$ cat config.mk
export PLATFORM = sky130hd
export DESIGN_NAME = stream_pattern_masker_top_flat
export DESIGN_NICKNAME = d
export VERILOG_FILES = /design/src/hdl/spm_pkg.sv /design/src/hdl/spm_if.sv /design/src/hdl/spm_apb.sv /design/src/hdl/spm_cell.sv /design/src/hdl/stream_pattern_masker_top.sv /design/src/flat_wrapper.sv
export VERILOG_INCLUDE_DIRS = /design/src /design/src/hdl
export SDC_FILE = /design/constraint.sdc
export NUM_CORES = 1
export LEC_CHECK = 0
export BUFFER_PORTS_ARGS = -buffer_cell sky130_fd_sc_hd__buf_2
export CAP_MARGIN = 20
export CELL_PAD_IN_SITES_DETAIL_PLACEMENT = 1
export CELL_PAD_IN_SITES_GLOBAL_PLACEMENT = 1
export CORE_MARGIN = 2
export CORE_UTILIZATION = 44
export DETAILED_ROUTE_END_ITERATION = 6
export GPL_TIMING_DRIVEN = 1
export HOLD_SLACK_MARGIN = 0.06
export PLACE_DENSITY = 0.85
export SETUP_SLACK_MARGIN = 0.02
export SYNTH_ARGS = -nofsm -noshare
export SYNTH_HDL_FRONTEND = slang
export SYNTH_SLANG_ARGS = --single-unit
$ cat constraint.sdc
create_clock -name i_clk -period 7 [get_ports i_clk]
set_input_delay 1.4 -clock i_clk [delete_from_list [all_inputs] [get_ports i_clk]]
set_output_delay 1.4 -clock i_clk [all_outputs]
set_load 0.01 [all_outputs]
$ cat src/hdl/stream_pattern_masker_top_assert.svh
// assertion macros shared by the rtl
`ifndef STREAM_PATTERN_MASKER_TOP_ASSERT_SVH
`define STREAM_PATTERN_MASKER_TOP_ASSERT_SVH
`ifndef SYNTHESIS
`define SPM_ASSERT_NOW(lbl, clk, rst_n, ante, cons) \
    lbl: assert property (@(posedge clk) disable iff (!rst_n) (ante) |-> (cons)) \
        else $error("spm: assertion failed");
`define SPM_ASSERT_NEXT(lbl, clk, rst_n, ante, cons) \
    lbl: assert property (@(posedge clk) disable iff (!rst_n) (ante) |=> (cons)) \
        else $error("spm: assertion failed");
`else
`define SPM_ASSERT_NOW(lbl, clk, rst_n, ante, cons)
`define SPM_ASSERT_NEXT(lbl, clk, rst_n, ante, cons)
`endif
`endif

$ cat src/hdl/spm_pkg.sv
`default_nettype none
package spm_pkg;

    localparam int unsigned BYTE_W   = 8;
    localparam int unsigned LEN_W    = 5;
    localparam int unsigned WORD_W   = 64;
    localparam int unsigned ADDR_W   = 5;
    localparam int unsigned REG_IDX_W = 2;

    localparam logic [BYTE_W-1:0] STAR_BYTE = 8'h2A;

    localparam logic [REG_IDX_W-1:0] REG_PATTERN_LEN  = 2'd0;
    localparam logic [REG_IDX_W-1:0] REG_PATTERN_LOW  = 2'd1;
    localparam logic [REG_IDX_W-1:0] REG_PATTERN_HIGH = 2'd2;

    typedef struct packed {
        logic [LEN_W-1:0]  pattern_len;
        logic [WORD_W-1:0] pattern_low;
        logic [WORD_W-1:0] pattern_high;
    } t_cfg;

    typedef struct packed {
        logic shift;
        logic ins;
    } t_cell_ctl;

endpackage
`default_nettype wire

$ cat src/hdl/spm_if.sv
`default_nettype none
interface spm_in_if;
    logic                        valid;
    logic                        ready;
    logic [spm_pkg::BYTE_W-1:0]  in_byte;
    logic                        in_last;

    modport source (output valid, output in_byte, output in_last, input ready);
    modport sink   (input valid, input in_byte, input in_last, output ready);
endinterface

interface spm_out_if;
    logic                        valid;
    logic                        ready;
    logic [spm_pkg::BYTE_W-1:0]  out_byte;
    logic                        out_last;

    modport source (output valid, output out_byte, output out_last, input ready);
    modport sink   (input valid, input out_byte, input out_last, output ready);
endinterface
`default_nettype wire

$ cat src/hdl/spm_apb.sv
`default_nettype none
module spm_apb (
    input  wire logic                        i_clk,
    input  wire logic                        i_rst_n,
    input  wire logic                        psel,
    input  wire logic                        penable,
    input  wire logic                        pwrite,
    input  wire logic [spm_pkg::ADDR_W-1:0]  paddr,
    input  wire logic [spm_pkg::WORD_W-1:0]  pwdata,
    output logic      [spm_pkg::WORD_W-1:0]  prdata,
    output logic                             pready,
    output spm_pkg::t_cfg                    o_cfg
);

    spm_pkg::t_cfg                    r_cfg;
    logic [spm_pkg::REG_IDX_W-1:0]    reg_idx;
    logic                             wr_en;

    assign reg_idx = paddr[spm_pkg::ADDR_W-1:3];
    assign wr_en   = psel && penable && pwrite;
    assign pready  = 1'b1;
    assign o_cfg   = r_cfg;

    always_ff @(posedge i_clk) begin
        if (!i_rst_n) begin
            r_cfg <= '0;
        end else if (wr_en) begin
            unique case (reg_idx)
                spm_pkg::REG_PATTERN_LEN:  r_cfg.pattern_len  <= pwdata[spm_pkg::LEN_W-1:0];
                spm_pkg::REG_PATTERN_LOW:  r_cfg.pattern_low  <= pwdata;
                spm_pkg::REG_PATTERN_HIGH: r_cfg.pattern_high <= pwdata;
                default: ;
            endcase
        end
    end

    always_comb begin
        unique case (reg_idx)
            spm_pkg::REG_PATTERN_LEN:
                prdata = {{(spm_pkg::WORD_W-spm_pkg::LEN_W){1'b0}}, r_cfg.pattern_len};
            spm_pkg::REG_PATTERN_LOW:  prdata = r_cfg.pattern_low;
            spm_pkg::REG_PATTERN_HIGH: prdata = r_cfg.pattern_high;
            default:                   prdata = '0;
        endcase
    end

endmodule
`default_nettype wire

$ cat src/hdl/spm_cell.sv
`default_nettype none
module spm_cell (
    input  wire logic                        i_clk,
    input  wire spm_pkg::t_cell_ctl          i_ctl,
    input  wire logic [spm_pkg::BYTE_W-1:0]  i_in_byte,
    input  wire logic [spm_pkg::BYTE_W-1:0]  i_next_byte,
    input  wire logic [spm_pkg::BYTE_W-1:0]  i_pat_byte,
    input  wire logic                        i_cmp_en,
    output logic      [spm_pkg::BYTE_W-1:0]  o_byte,
    output logic                             o_match
);

    logic [spm_pkg::BYTE_W-1:0] r_byte;
    logic [spm_pkg::BYTE_W-1:0] n_byte;

    // the incoming item lands here when this is the first free slot
    assign o_byte  = i_ctl.ins ? i_in_byte : r_byte;
    assign o_match = !i_cmp_en || (o_byte == i_pat_byte);
    assign n_byte  = i_ctl.shift ? i_next_byte : o_byte;

    always_ff @(posedge i_clk) begin
        r_byte <= n_byte;
    end

endmodule
`default_nettype wire

$ cat src/hdl/stream_pattern_masker_top.sv
// channel  dir  handshake      payload
// i_in     in   valid/ready    in_byte[7:0], in_last
// o_out    out  valid/ready    out_byte[7:0], out_last
// apb      in   psel/penable   paddr[4:0], pwdata[63:0], prdata[63:0]
//
// one item per cycle unless o_out stalls or a flush holds ready low: an item that fills the window
// is taken and the oldest byte leaves in the same cycle, through a chain of PATTERN_MAX byte cells
// the last item of a stream flushes the window, one output per cycle while o_out is not stalled,
// with i_in.ready low until the flush is done
// a stall on o_out lets the window fill up, then ready drops until the output moves
// i_rst_n is synchronous; it clears fill, star count, flags and the output valid
`default_nettype none
`include "stream_pattern_masker_top_assert.svh"
module stream_pattern_masker_top #(
    parameter int unsigned PATTERN_MAX = 16
) (
    input  wire logic                        i_clk,
    input  wire logic                        i_rst_n,
    spm_in_if.sink                           i_in,
    spm_out_if.source                        o_out,
    input  wire logic                        psel,
    input  wire logic                        penable,
    input  wire logic                        pwrite,
    input  wire logic [spm_pkg::ADDR_W-1:0]  paddr,
    input  wire logic [spm_pkg::WORD_W-1:0]  pwdata,
    output logic      [spm_pkg::WORD_W-1:0]  prdata,
    output logic                             pready
);

    localparam int unsigned FILL_W = $clog2(PATTERN_MAX + 1);
    localparam logic [FILL_W-1:0] FILL_MAX = FILL_W'(PATTERN_MAX);
    localparam logic [spm_pkg::LEN_W-1:0] LEN_MAX = spm_pkg::LEN_W'(PATTERN_MAX);

    spm_pkg::t_cfg                       cfg;
    logic [spm_pkg::LEN_W-1:0]           eff_len;

    logic [FILL_W-1:0]                   r_fill, n_fill;
    logic [FILL_W-1:0]                   r_star, n_star;
    logic                                r_drain, n_drain;
    logic                                r_flush, n_flush;
    logic                                r_ov;
    logic [spm_pkg::BYTE_W-1:0]          r_ob;
    logic                                r_ol;

    logic                                insert;
    logic                                active;
    logic                                flush_act;
    logic                                can_out;
    logic                                pop;
    logic                                match;
    logic                                flush_done;
    logic [FILL_W-1:0]                   v_fill;
    logic [FILL_W-1:0]                   after;
    logic [spm_pkg::LEN_W-1:0]           v_fill_l;
    logic [spm_pkg::LEN_W-1:0]           after_l;
    logic [2*spm_pkg::WORD_W-1:0]        pat_bits;
    logic [PATTERN_MAX-1:0]              match_bits;
    logic [spm_pkg::BYTE_W-1:0]          cell_v [PATTERN_MAX+1];
    logic [spm_pkg::BYTE_W-1:0]          head_byte;

    spm_apb u_apb (
        .i_clk   (i_clk),
        .i_rst_n (i_rst_n),
        .psel    (psel),
        .penable (penable),
        .pwrite  (pwrite),
        .paddr   (paddr),
        .pwdata  (pwdata),
        .prdata  (prdata),
        .pready  (pready),
        .o_cfg   (cfg)
    );

    assign eff_len  = (cfg.pattern_len > LEN_MAX) ? LEN_MAX : cfg.pattern_len;
    assign pat_bits = {cfg.pattern_high, cfg.pattern_low};

    assign i_in.ready = !r_drain;
    assign insert     = i_in.valid && !r_drain;
    assign active     = insert || r_drain;
    assign flush_act  = r_flush || (insert && i_in.in_last);
    assign can_out    = !r_ov || o_out.ready;

    assign v_fill   = r_fill + FILL_W'(insert);
    assign v_fill_l = spm_pkg::LEN_W'(v_fill);
    assign pop      = can_out && active && (v_fill != '0)
                      && (flush_act || v_fill_l >= eff_len);
    assign after    = v_fill - FILL_W'(pop);
    assign after_l  = spm_pkg::LEN_W'(after);

    assign cell_v[PATTERN_MAX] = '0;

    for (genvar i = 0; i < PATTERN_MAX; i++) begin : g_cell
        spm_pkg::t_cell_ctl ctl;
        assign ctl = '{shift: pop, ins: insert && (r_fill == FILL_W'(i))};

        spm_cell u_cell (
            .i_clk       (i_clk),
            .i_ctl       (ctl),
            .i_in_byte   (i_in.in_byte),
            .i_next_byte (cell_v[i+1]),
            .i_pat_byte  (pat_bits[spm_pkg::BYTE_W*i +: spm_pkg::BYTE_W]),
            .i_cmp_en    (spm_pkg::LEN_W'(i) < eff_len),
            .o_byte      (cell_v[i]),
            .o_match     (match_bits[i])
        );
    end

    assign head_byte  = cell_v[0];
    assign match      = (eff_len != '0) && (v_fill_l >= eff_len) && (&match_bits);
    assign flush_done = pop && flush_act && (after == '0);

    always_comb begin
        n_fill  = after;
        n_drain = active && (after != '0) && (flush_act || after_l >= eff_len);
        n_flush = n_drain && flush_act;
        n_star  = r_star;
        if (pop) begin
            if (r_star != '0) begin
                n_star = r_star - FILL_W'(1);
            end else if (match) begin
                n_star = FILL_W'(eff_len - spm_pkg::LEN_W'(1));
            end
        end
        if (flush_done) begin
            n_star = '0;
        end
    end

    always_ff @(posedge i_clk) begin
        if (!i_rst_n) begin
            r_fill  <= '0;
            r_star  <= '0;
            r_drain <= 1'b0;
            r_flush <= 1'b0;
            r_ov    <= 1'b0;
        end else begin
            r_fill  <= n_fill;
            r_star  <= n_star;
            r_drain <= n_drain;
            r_flush <= n_flush;
            if (pop) begin
                r_ov <= 1'b1;
            end else if (o_out.ready) begin
                r_ov <= 1'b0;
            end
        end
    end

    always_ff @(posedge i_clk) begin
        if (pop) begin
            r_ob <= ((r_star != '0) || match) ? spm_pkg::STAR_BYTE : head_byte;
            r_ol <= flush_done;
        end
    end

    assign o_out.valid    = r_ov;
    assign o_out.out_byte = r_ob;
    assign o_out.out_last = r_ol;

    `SPM_ASSERT_NOW(a_flush_in_drain, i_clk, i_rst_n, r_flush, r_drain)
    `SPM_ASSERT_NOW(a_insert_in_range, i_clk, i_rst_n, insert, r_fill < FILL_MAX)
    `SPM_ASSERT_NOW(a_star_in_range, i_clk, i_rst_n, r_star != '0, r_star < FILL_MAX)
    `SPM_ASSERT_NEXT(a_flush_rearms, i_clk, i_rst_n, flush_done,
                     (r_fill == '0) && (r_star == '0) && !r_flush && !r_drain)

endmodule
`default_nettype wire

$ cat src/flat_wrapper.sv
// flat-port wrapper written by rule: the top's interface ports become plain ports
module stream_pattern_masker_top_flat 
#(
    parameter int unsigned PATTERN_MAX = 16
)
  (i_clk, i_rst_n, psel, penable, pwrite, paddr, pwdata, prdata, pready, i_in_valid, i_in_in_byte, i_in_in_last, i_in_ready, o_out_valid, o_out_out_byte, o_out_out_last, o_out_ready);
  spm_in_if i_in_i ();
  spm_out_if o_out_i ();
  input  wire logic i_clk;
  input  wire logic i_rst_n;
  input  wire logic psel;
  input  wire logic penable;
  input  wire logic pwrite;
  input  wire logic [spm_pkg::ADDR_W-1:0] paddr;
  input  wire logic [spm_pkg::WORD_W-1:0] pwdata;
  output logic      [spm_pkg::WORD_W-1:0] prdata;
  output logic pready;
  input wire logic [$bits(i_in_i.valid)-1:0] i_in_valid;
  input wire logic [$bits(i_in_i.in_byte)-1:0] i_in_in_byte;
  input wire logic [$bits(i_in_i.in_last)-1:0] i_in_in_last;
  output wire logic [$bits(i_in_i.ready)-1:0] i_in_ready;
  output wire logic [$bits(o_out_i.valid)-1:0] o_out_valid;
  output wire logic [$bits(o_out_i.out_byte)-1:0] o_out_out_byte;
  output wire logic [$bits(o_out_i.out_last)-1:0] o_out_out_last;
  input wire logic [$bits(o_out_i.ready)-1:0] o_out_ready;
  assign i_in_i.valid = i_in_valid;
  assign i_in_i.in_byte = i_in_in_byte;
  assign i_in_i.in_last = i_in_in_last;
  assign i_in_ready = i_in_i.ready;
  assign o_out_valid = o_out_i.valid;
  assign o_out_out_byte = o_out_i.out_byte;
  assign o_out_out_last = o_out_i.out_last;
  assign o_out_i.ready = o_out_ready;
  stream_pattern_masker_top #(.PATTERN_MAX(PATTERN_MAX)) u_core (.i_clk(i_clk), .i_rst_n(i_rst_n), .i_in(i_in_i), .o_out(o_out_i), .psel(psel), .penable(penable), .pwrite(pwrite), .paddr(paddr), .pwdata(pwdata), .prdata(prdata), .pready(pready));
endmodule
==> run metrics <==
status=complete, no violations; cell area power density=approximately 370 mW/mm²; Post-CTS Setup Bufs=0; GRT Util Overall=33.93%; register area=0.005756 mm²; gpl congestion=0.9313; Reg2Reg Setup Slack=2.52 ns; Crit path top cell by count=ha_1; CP Capture Type=register; Clock Tree Buf Depth=3; row count=68; Max stage delay on crit path=0.56 ns; Core ar.=0.03446 mm²; nets=2,260; hold depth=2; Peak Freq=a little over 0.2 GHz; worst vdd rail ir drop=approximately 0.35 mV; Yosys warning count=0; Gate power share=34.0%; die width=190.8 µm; Internal=3.905 mW; starting density of the core=44.58%; I/O pins=161; sw power=2.637 mW; register bit total from synthesis=283; ANT nets after route=0; Post-synth EDFFs=9; RSZ-0062 raised after global routing=false; die height=around 190 µm; worst path cell trace=buf_2 -> and4b_2 -> nand2_1 -> xor2_1 -> inv_1 -> ha_1 -> o21ai_0 -> o21bai_1 -> a21oi_1 -> a21o_1 -> inv_1 -> ha_1 -> ha_1 -> xor2_1 -> or4_1 -> nor3_1 -> nand2b_1 -> a221oi_1; Synth Flop Type=dfxtp_1; fillers=about 4,300; largest net degree at the start of global routing=84; commonest non-fill, non-tap cell in the layout=nand2_1; Reg-to-Reg Start=u_core.u_apb.o_cfg[132]; Async SR Flop Fraction=0%; worst hold path class=reg2reg; initial drt markers=1,473; initial antenna violation count=0; Post-Synthesis Cell Area=0.01536 mm²; Final Cycle Share=70.47%; CTS resizes=0; clock sinks=283; Sw Share=between 40% and 50%; CP arrival=5.30 ns; Crit Path Category=in2reg; antenna diode count=0; root buf cell=clkbuf_16; first-pass GRT wire length=96.54 mm; cell area after layout=0.01752 mm²; H-tree Lvls=2; Leak=6.774 nW; CTS clock-pin slew for the worst setup and hold paths=0.06 ns; CP max-delay cell=or4_1; PortBufs=156; number of vias per cell=6.329; die area=~0.036 mm²; reg2reg end=u_core.r_star[1]; Max FO, Critical Path=12; Finish-stage setup viols=0; placed cells=~2,600; Hold Path Origin=u_core.u_apb.o_cfg[86]; final wirelength=63.01 mm; Vias=16,701; global route overflow=0; sink of the worst hold path=u_core.u_apb.o_cfg[86]; Worst Path Required=7.37 ns; clk_skew=between 0.015 and 0.02 ns; Clk Latency, worst-skew pair=0.53 ns; sequential share of the synthesized area=37.47%; Post-DP HPWL=42.98 mm; sequential share of power=37.6%; Max-cap violations=0; layout cells sized above 1=12.09%; Final Hold Viols=0; setup TNS=0 ns; drc violations=0; multi-input gate area in the final layout=0.008696 mm²; Mapped Nets=2,176; routed len/inst=23.87 µm; CTS tree=built; Yosys cell types=83; DP Area=approximately 0.016 mm²; minimum clock period=4.933 ns; final design utilization=50.86%; count of hold buffers inserted by post-cts repair=0; most frequent cells in the layout=340 x nand2_1, 310 x nor2_1, 274 x dfxtp_1; vias in the first global route=16,727; Slew @ Worst Pin=approximately 1.1 ns; reg2reg path depth=15; Startpoint Class=primary input; TritonCTS Buffers=34; Final Slew Violations=0; Syn-to-layout area delta=14.08%; clock power share=28.4%; non-filler instance count after layout=between 2,000 and 3,000; Avg Inst Size Synth=7.403 µm²; relative slew slack=around 27%; 1st-pass router iterations=6; Gate Count Post-Synth=2,075
[power groups by stage]
stage | combinational [mW] | clock (mW) | sequential, mW
floorplan | 1.62 | 0 | 2.26
global placement | 2.05 | 0 | 2.44
detailed placement | 2.15 | 0 | 2.46
CTS | 2.18 | 1.87 | 2.43
global route | 2.45 | 1.94 | 2.47
finish | 2.22 | 1.86 | 2.46
[flip-flops by register name, summed over array words and instances (netlist names)]
name	cells
u_core.u_apb.o_cfg	133
u_core.o_out.valid	1
u_core.r_fill	5
u_core.r_flush	1
u_core.r_drain	1
u_core.o_out.out_byte	8
u_core.r_star	5
u_core.o_out.out_last	1
u_core.g_cell.u_cell.r_byte	128
[worst max-delay path, delay by kind of cell]
family                     cells  cell delay, ns
and+or+nand+nor                5            1.62
adders and majority gates      3            0.74
AOI/OAI and AO/OA              5            0.64
xor gates and xnor gates       2            0.51
buffers and inverters          3            0.40
[synth_stat cells, types with 4 or more instances]
| cell type | n | area share (%) |
|---|---|---|
| o2111ai_1 | 4 | 0.23 |
| ha_1 | 16 | 1.3 |
| a21oi_1 | 217 | 7.1 |
| xor2_1 | 52 | 3.0 |
| buf_6 | 7 | 0.51 |
| a32oi_1 | 4 | 0.23 |
| or3_1 | 5 | 0.20 |
| buf_1 | 14 | 0.34 |
| clkbuf_1 | 93 | 2.3 |
| a31oi_1 | 4 | 0.16 |
| a2111oi_0 | 11 | 0.63 |
| nand2_1 | 340 | 8.3 |
| buf_2 | 15 | 0.49 |
| o22a_1 | 6 | 0.34 |
| a222oi_1 | 7 | 0.46 |
| o221ai_1 | 4 | 0.23 |
| a22o_1 | 60 | 3.4 |
| nand4_1 | 20 | 0.81 |
| nand3_1 | 28 | 0.91 |
| xnor2_1 | 48 | 2.7 |
| nor4_1 | 21 | 0.86 |
| inv_1 | 92 | 2.2 |
| nor2_1 | 310 | 7.6 |
| nor2b_1 | 23 | 0.94 |
| nor3_1 | 43 | 1.4 |
| dfxtp_1 | 274 | 36 |
| and2_1 | 6 | 0.24 |
| a211oi_1 | 6 | 0.29 |
| o22ai_1 | 180 | 7.3 |
| o21ai_0 | 40 | 1.3 |
| o211ai_1 | 5 | 0.24 |
| nand2b_1 | 9 | 0.37 |
| a22oi_1 | 5 | 0.24 |
| edfxtp_1 | 9 | 1.8 |
| mux2i_1 | 15 | 0.98 |
| a221oi_1 | 10 | 0.57 |
[worst max-delay path by stage]
stage | slack (ns) | depth (start not counted) | end | start
2_1_floorplan | 1.32 | 20 | u_core.r_star[1] | i_in_valid
3_3_place_gp | 1.76 | 17 | u_core.r_star[1] | i_in_valid
3_5_place_dp | 1.62 | 18 | u_core.r_star[1] | i_in_valid
4_1_cts | 2.14 | 18 | u_core.r_star[1] | i_in_valid
5_1_grt | 1.82 | 19 | u_core.r_star[1] | i_in_valid
6_report | 2.07 | 18 | u_core.r_star[1] | i_in_valid
[layer usage]
| metal | wire length [µm] | track usage (%) | share of wire (%) | vias to the layer above |
|---|---|---|---|---|
| li1 | - | - | - | 7489 |
| met1 | 26820 | 45.49 | 43 | 8274 |
| met2 | 28710 | 54.78 | 46 | 757 |
| met3 | 5098 | 4.987 | 8.1 | 181 |
| met4 | 2377 | 13.45 | 3.8 | 0 |
| met5 | 0 | 0 | 0 | - |
[cell families after synthesis]
kind of cell | synth area share, %
AOI/OAI and AO/OA | 24.64
xor gates and xnor gates | 5.702
adders and majority gates | 1.303
buffers and inverters | 6.117
DFF | 37.47
muxes | 1.197
other | 0.02441
and+or+nand+nor | 23.55
[layout make-up]
type / instances / area share, %
Clock inverter: 11 / 0.7425
Inverter: 95 / 2.049
Tap cell: 455 / 3.249
Clock buffer: 50 / 5.969
Sequential cell: 283 / 32.84
Multi-Input combinational cell: 1564 / 49.62
Timing Repair Buffer: 181 / 5.526
[stage by stage]
step                setup WS, ns  power, mW  hold slack (ns)
finish                     2.067      6.542           0.4845
CTS                        2.136      6.481           0.4819
global route               1.815      6.859           0.5093
floorplan                  1.324      3.881           0.4490
global placement           1.764      4.493           0.4639
detailed placement         1.621      4.611           0.4666
Note: power is estimated with default switching activity, not from simulation.
